`src/sba_pkg.sv`:
```
// ---------------------------------------------------------------------------
// sba_pkg
// Types, constants and the size class table of the slab bitmap allocator.
// ---------------------------------------------------------------------------
package sba_pkg;

    localparam int PAGE_BYTES         = 4096;
    localparam int PAGE_SHIFT         = 12;
    localparam int PAGE_COUNT         = 64;
    localparam int PAGE_W             = 6;
    localparam int LINK_W             = 7;
    localparam int MAX_CLASSES        = 15;
    localparam int ALIGN_BYTES        = 16;
    localparam int BASE_CLASS_BYTES   = 16;
    localparam int HEADER_FIXED_BYTES = 32;
    localparam int WORDS_PER_PAGE     = ((PAGE_BYTES / BASE_CLASS_BYTES) + 31) / 32;
    localparam int WORD_W             = 3;
    localparam int SLOT_AW            = PAGE_W + WORD_W;
    localparam int SLOT_DEPTH         = PAGE_COUNT * WORDS_PER_PAGE;
    localparam int IDX_W              = WORD_W + 5;

    localparam logic [LINK_W-1:0] NULL_LINK = LINK_W'(PAGE_COUNT);
    localparam logic [3:0]        UNOWNED   = 4'd15;
    localparam logic              CMD_ALLOC = 1'b0;
    localparam logic              CMD_FREE  = 1'b1;
    localparam logic              FLD_NEXT  = 1'b0;
    localparam logic              FLD_PREV  = 1'b1;
    localparam logic [1:0]        REG_POOL  = 2'd0;
    localparam logic [1:0]        REG_BASE  = 2'd1;

    typedef enum logic [1:0] {
        ST_OK        = 2'd0,
        ST_TOO_LARGE = 2'd1,
        ST_NO_PAGE   = 2'd2,
        ST_BAD_FREE  = 2'd3
    } status_t;

    typedef struct packed {
        logic        command;
        logic [12:0] request_size;
        logic [31:0] free_address;
    } req_t;

    typedef struct packed {
        logic [31:0] slot_address;
        status_t     status;
        logic [3:0]  size_class;
    } rsp_t;

    typedef enum logic [1:0] {
        OP_DONE  = 2'd0,
        OP_ALLOC = 2'd1,
        OP_FREE  = 2'd2
    } op_t;

    // One classified request, handed from the front end to the back end.
    typedef struct packed {
        op_t               op;
        status_t           status;
        logic [3:0]        cls;
        logic [PAGE_W-1:0] page;
        logic [11:0]       rel;
    } job_t;

    typedef struct packed {
        logic [3:0]        cls;
        logic [7:0]        count;
        logic [LINK_W-1:0] next;
        logic [LINK_W-1:0] prev;
    } meta_t;

    localparam meta_t META_RESET = '{cls: UNOWNED, count: 8'd0,
                                     next: NULL_LINK, prev: NULL_LINK};

    typedef enum logic [4:0] {
        S_CLEAR, S_IDLE, S_META_RD, S_META_LD, S_SCAN_RD, S_SCAN_CHK,
        S_ALLOC_CNT, S_DIV, S_FREE_RD, S_FREE_CHK, S_LINK, S_FREE_CNT,
        S_UNLINK, S_UNLINK2, S_UNLINK3, S_RMW_RD, S_RMW_WR, S_META_WR,
        S_MUL, S_ADDR, S_DONE
    } state_t;

    typedef struct packed {
        logic [12:0] limit;
        logic [8:0]  elems;
        logic [11:0] hdr;
        logic [3:0]  nwords;
        logic        valid;
    } class_info_t;

    typedef class_info_t [15:0] class_tab_t;

    function automatic int hdr_bytes(int n);
        return ((HEADER_FIXED_BYTES + 4 * ((n + 31) / 32) + ALIGN_BYTES - 1)
                / ALIGN_BYTES) * ALIGN_BYTES;
    endfunction

    function automatic class_tab_t build_classes();
        class_tab_t t;
        int lim;
        int prev;
        int cap;
        int e;
        bit stop;
        t    = '0;
        prev = 0;
        lim  = 0;
        stop = 1'b0;
        cap  = PAGE_BYTES - hdr_bytes(1);
        for (int i = 0; i < MAX_CLASSES; i++) begin
            if (!stop) begin
                if (i == 0) begin
                    lim = BASE_CLASS_BYTES;
                end else begin
                    lim = (((3 * prev) / 2 + ALIGN_BYTES - 1) / ALIGN_BYTES) * ALIGN_BYTES;
                    if (lim > cap) begin
                        lim = cap;
                        if (lim == prev) stop = 1'b1;
                    end
                end
                if (!stop) begin
                    e = 0;
                    while ((e + 1) * lim <= cap) e++;
                    while (e > 0 && e * lim + hdr_bytes(e) > PAGE_BYTES) e--;
                    if (e > WORDS_PER_PAGE * 32) e = WORDS_PER_PAGE * 32;
                    if (e < 1) begin
                        stop = 1'b1;
                    end else begin
                        t[i].limit  = 13'(lim);
                        t[i].elems  = 9'(e);
                        t[i].hdr    = 12'(hdr_bytes(e));
                        t[i].nwords = 4'((e + 31) / 32);
                        t[i].valid  = 1'b1;
                        prev        = lim;
                    end
                end
            end
        end
        return t;
    endfunction

    function automatic int count_classes();
        class_tab_t t;
        int n;
        t = build_classes();
        n = 0;
        for (int i = 0; i < 16; i++) begin
            if (t[i].valid) n++;
        end
        return n;
    endfunction

    localparam class_tab_t CLASS_TAB   = build_classes();
    localparam int         CLASS_COUNT = count_classes();

endpackage

```
`src/sba_front.sv`:
```
// ---------------------------------------------------------------------------
// sba_front
// Accepts requests, picks the size class or decodes the freed address, and
// queues the classified job for the back end in a two-entry queue.
// ---------------------------------------------------------------------------
module sba_front import sba_pkg::*; (
    input  logic        aclk,
    input  logic        aresetn,
    input  logic        s_valid,
    output logic        s_ready,
    input  req_t        s_data,
    input  logic [6:0]  pool_pages,
    input  logic [31:0] base_address,
    input  logic        init_done,
    output logic        job_valid,
    input  logic        job_ready,
    output job_t        job
);
    job_t       q_reg [2];
    logic       wr_ptr_reg, wr_ptr_next;
    logic       rd_ptr_reg, rd_ptr_next;
    logic [1:0] cnt_reg, cnt_next;
    job_t       new_job;
    logic       push, pop;
    logic [6:0] active;
    logic [31:0] off;
    logic [3:0] cls_sel;
    logic       too_large;

    assign active = (pool_pages > 7'(PAGE_COUNT)) ? 7'(PAGE_COUNT) : pool_pages;
    assign off    = s_data.free_address - base_address;

    always_comb begin
        cls_sel = 4'(CLASS_COUNT - 1);
        for (int i = CLASS_COUNT - 2; i >= 0; i--) begin
            if (CLASS_TAB[i].limit >= s_data.request_size) cls_sel = 4'(i);
        end
        too_large = s_data.request_size > CLASS_TAB[CLASS_COUNT - 1].limit;
    end

    always_comb begin
        new_job        = '0;
        new_job.op     = OP_DONE;
        new_job.status = ST_OK;
        if (s_data.command == CMD_ALLOC) begin
            if (too_large) begin
                new_job.status = ST_TOO_LARGE;
            end else begin
                new_job.op  = OP_ALLOC;
                new_job.cls = cls_sel;
            end
        end else if (s_data.free_address != 32'd0) begin
            if (s_data.free_address < base_address) begin
                new_job.status = ST_BAD_FREE;
            end else if (off[31:PAGE_SHIFT] >= 20'(active)) begin
                new_job.status = ST_BAD_FREE;
            end else begin
                new_job.op   = OP_FREE;
                new_job.page = off[PAGE_SHIFT+PAGE_W-1:PAGE_SHIFT];
                new_job.rel  = off[PAGE_SHIFT-1:0];
            end
        end
    end

    assign s_ready   = init_done && (cnt_reg != 2'd2);
    assign push      = s_valid && s_ready;
    assign job_valid = (cnt_reg != 2'd0);
    assign pop       = job_valid && job_ready;
    assign job       = q_reg[rd_ptr_reg];

    always_comb begin
        wr_ptr_next = push ? ~wr_ptr_reg : wr_ptr_reg;
        rd_ptr_next = pop ? ~rd_ptr_reg : rd_ptr_reg;
        cnt_next    = cnt_reg + 2'(push) - 2'(pop);
    end

    always_ff @(posedge aclk) begin
        if (!aresetn) begin
            wr_ptr_reg <= 1'b0;
            rd_ptr_reg <= 1'b0;
            cnt_reg    <= 2'd0;
        end else begin
            wr_ptr_reg <= wr_ptr_next;
            rd_ptr_reg <= rd_ptr_next;
            cnt_reg    <= cnt_next;
        end
        if (push) begin
            q_reg[wr_ptr_reg] <= new_job;
        end
    end
endmodule

```
`config.mk`:
```
export PLATFORM = sky130hd
export DESIGN_NAME = sba_front
export DESIGN_NICKNAME = d
export VERILOG_FILES = /design/src/sba_pkg.sv /design/src/sba_front.sv
export SDC_FILE = /design/constraint.sdc
export NUM_CORES = 1
export LEC_CHECK = 0
export BUFFER_PORTS_ARGS = -buffer_cell sky130_fd_sc_hd__clkbuf_2
export CAP_MARGIN = 20
export CORE_MARGIN = 2
export CORE_UTILIZATION = 45
export CTS_BUF_LIST = sky130_fd_sc_hd__clkbuf_4
export CTS_CLUSTER_DIAMETER = 120
export DETAILED_ROUTE_END_ITERATION = 10
export GPL_TIMING_DRIVEN = 0
export PLACE_DENSITY = 0.65
export SETUP_SLACK_MARGIN = 0.2
export SYNTH_ARGS = -nofsm -noshare
export SYNTH_HDL_FRONTEND = slang
export SYNTH_SLANG_ARGS = --single-unit
```
`constraint.sdc`:
```
create_clock -name aclk -period 6.3 [get_ports aclk]
set_input_delay 0.63 -clock aclk [delete_from_list [all_inputs] [get_ports aclk]]
set_output_delay 0.63 -clock aclk [all_outputs]
set_load 0.02 [all_outputs]
```
==> metrics.yaml <==
status: "completed"
cts_resized: 0
period_share_pct: 86.20
gp_congestion: 0.8787
synth_top_cell_by_area: "edfxtp_1"
p_sw_mw: 0.4785
netlist_instances: 546
port_buffers: 114
drv_cap: 0
worstMarginPinSlew_ns: 0.7806
hold_viol: 0
setup.worst_path.end: "q_reg[1][17]"
critical_path_class: "in -> reg"
die_area_um2: 11790
reg2reg_slack_ns: 4.32
fin_skew_ns: 0.008602
hpwlAfterDp_um: 9823
via_per_inst: 5.506
track_usage_pct: 21.02
r2r_cells: 5
wl_per_cell_um: 14.84
utilization_pct: 54.48
p_sw_share_pct: 37.61
p_per_area_nw_per_um2: 217.4
firstDrtPassIters: 5
max_slew_margin_pct: 47.90
min_period_ns: 5.430
regArea_um2: 1662
hp-class: "in -> reg"
drt_iter0_markers: 320
required_ns: 6.46
synth_ff_type: "edfxtp_1"
grt_pass1_vias: 4171
nNetsFinal: 805
ys.warnings.count: 0
final_max_slew_viol_count: 0
h-tree-depth: 3
fillers: 1030
min_from: "aresetn"
power_leakage_nw: 2.569
synth_area_um2: 4922
timing.rr.start: "cnt_reg[0]"
start_util_pct: 45.81
async_flop_share_pct: 0
dr_total_vias: 4504
cts_buffers: 9
ys_ff_latch: 57
hold_depth: 2
dp_cells: 802
preCtsSetupSlack_ns: 0.5511
crit_path_max_fanout: 10
drc: 0
final.setup.tns_ns: 0
worstSetupStartpoint: "s_data[0]"
cts.clk_slew.worst_paths_ns: 0.10
antenna_left: 0
setup_slack_ns: 0.8696
layout_common_cells: "clkbuf_2, inv_1, edfxtp_1, nand2_1, a21oi_1"
antenna_found_initial: 0
multi_input_area_um2: 2965
yosys-top-cells-area: "edfxtp_1, ha_1, mux2_2"
synth_top_area_share_pct: 31.72
grt_pass1_wl_um: 19620
n_antenna_cell: 0
setup_viol: 0
core_um2: 10750
ys_types: 56
drive_gt1_share_pct: 25.37
fmax_ghz: 0.1841
cts_root_buffer: "clkbuf_4"
die_x_um: 108.6
grt_max_degree: 16
power_mw: 1.272
reg2reg_to: "q_reg[0][17]"
clock_path_buffers: 2
largest_reg_flops: 52
power.share.combinational_pct: 44.6
seqPwrFrac_pct: 35.7
peakVddDrop_mv: 0.1409
finalWirelength_um: 12140
tritoncts: "built"
ctsHoldBuffers: 0
endpoint_kind: "register"
clock_power_share_pct: 19.7
layout_commonest_cell: "clkbuf_2"
stdcell_count: 818
gr-total-overflow: 0
synth_edf_count: 52
syn2layout_area_growth_pct: 18.94
cp.arrival_ns: 5.59
rows: 38
rsz0062_at_grt: "no"
syn_avg_cell_area_um2: 9.015
postCtsSetupRepairBufs: 0
syn_nets: 678
yosysSeqAreaShare_pct: 33.76
startpoint_type: "input pin"
internal-power_mw: 0.7939
clk_latency_ns: 0.38
die_y_um: 108.6
cts.sinks: 57
num_io_pins: 118
## cells by family (layout without fill, tap and decap cells)
logic type | Yosys count | in the layout | share of synthesized area [%]
AOI/OAI and AO/OA | 149 | 149 | 19.29
xor gates and xnor gates | 24 | 24 | 4.270
adders and majority gates | 42 | 42 | 10.83
buffers and inverters | 77 | 209 | 6.050
DFF | 57 | 57 | 33.76
muxes | 29 | 29 | 6.558
and+or+nand+nor | 168 | 168 | 19.24
## synthesized netlist by cell type (2+ instances only)
library cell  count
a211o_1           4
a211oi_1          4
a21boi_0          2
a21o_1           15
a21oi_1          46
a221o_1           3
a311oi_1          3
a31oi_1           5
a41o_1            2
and2_1            6
and3_1            7
clkbuf_1         23
dfxtp_1           5
edfxtp_1         52
ha_1             41
inv_1            52
mux2_2           26
mux2i_1           3
nand2_1          46
nand2b_1          8
nand3_1           8
nand4_1          11
nor2_1           23
nor2b_1           9
nor3_1            7
nor4_1           22
nor4_2            9
o2111ai_1         2
o211ai_1          4
o21a_1            7
o21ai_0          34
o21bai_1          2
o22ai_1           3
o31ai_1           4
or2_2             2
or3_1             2
or4_1             3
xnor2_1          16
xor2_1            8
## through the flow
stage | instance area, um2 | hold slack, ns
3_5_place_dp | 5725 | 0.5259
5_1_grt | 5854 | 0.4856
3_3_place_gp | 5668 | 0.5254
6_report | 5854 | 0.5056
4_1_cts | 5854 | 0.4859
2_1_floorplan | 4922 | 0.5042
## critical path, cell delays in order
cell	delay, ns
clkbuf_2	0.09
inv_1	0.06
ha_1	0.16
inv_1	0.05
fa_1	0.39
a21o_1	0.19
a221o_1	0.39
nand4_1	0.19
and2_1	0.20
nor2b_1	0.06
o21ai_0	0.16
nand2b_1	0.09
xnor2_1	0.30
inv_1	0.08
ha_1	0.32
a21o_1	0.18
a21oi_1	0.12
o21ai_0	0.15
a221oi_1	0.40
o21ai_0	0.17
nor4_2	0.29
nand4_2	0.32
buf_6	0.27
nor4_2	0.33
## routing by layer
metal / global-route usage (%) / part of all wire, % / wire length, um / vias to the layer above
met5: 0 / 0 / 0 / -
met4: 5.403 / 1.3 / 160 / 0
met3: 3.255 / 4.8 / 581 / 14
met2: 34.29 / 46 / 5603 / 140
li1: - / - / - / 2290
met1: 29.13 / 48 / 5795 / 2060
## layout make-up
class	count	share of cell area, %
multi-input combinational	412	50.65
sequential	57	28.38
timing repair buffer	116	10.69
inverter	52	3.334
tap	140	2.992
buffer	25	1.753
clock buffer	9	1.154
clock inverter	7	1.047
## power by group through the flow
stage,Clock (mW),Combinational (mW),Sequential (mW)
after global routing,0.272,0.629,0.457
final,0.251,0.568,0.454
after floorplan,0,0.400,0.461
after CTS,0.256,0.571,0.455
after global placement,0,0.550,0.463
after detailed placement,0,0.567,0.463
## how the worst min path moves through the flow
stage,to,slack (ns)
detailed placement,rd_ptr_reg,0.53
global route,wr_ptr_reg,0.49
floorplan,register,0.50
finish,wr_ptr_reg,0.51
global placement,rd_ptr_reg,0.53
CTS,wr_ptr_reg,0.49
(Power assumes the default switching activity.)
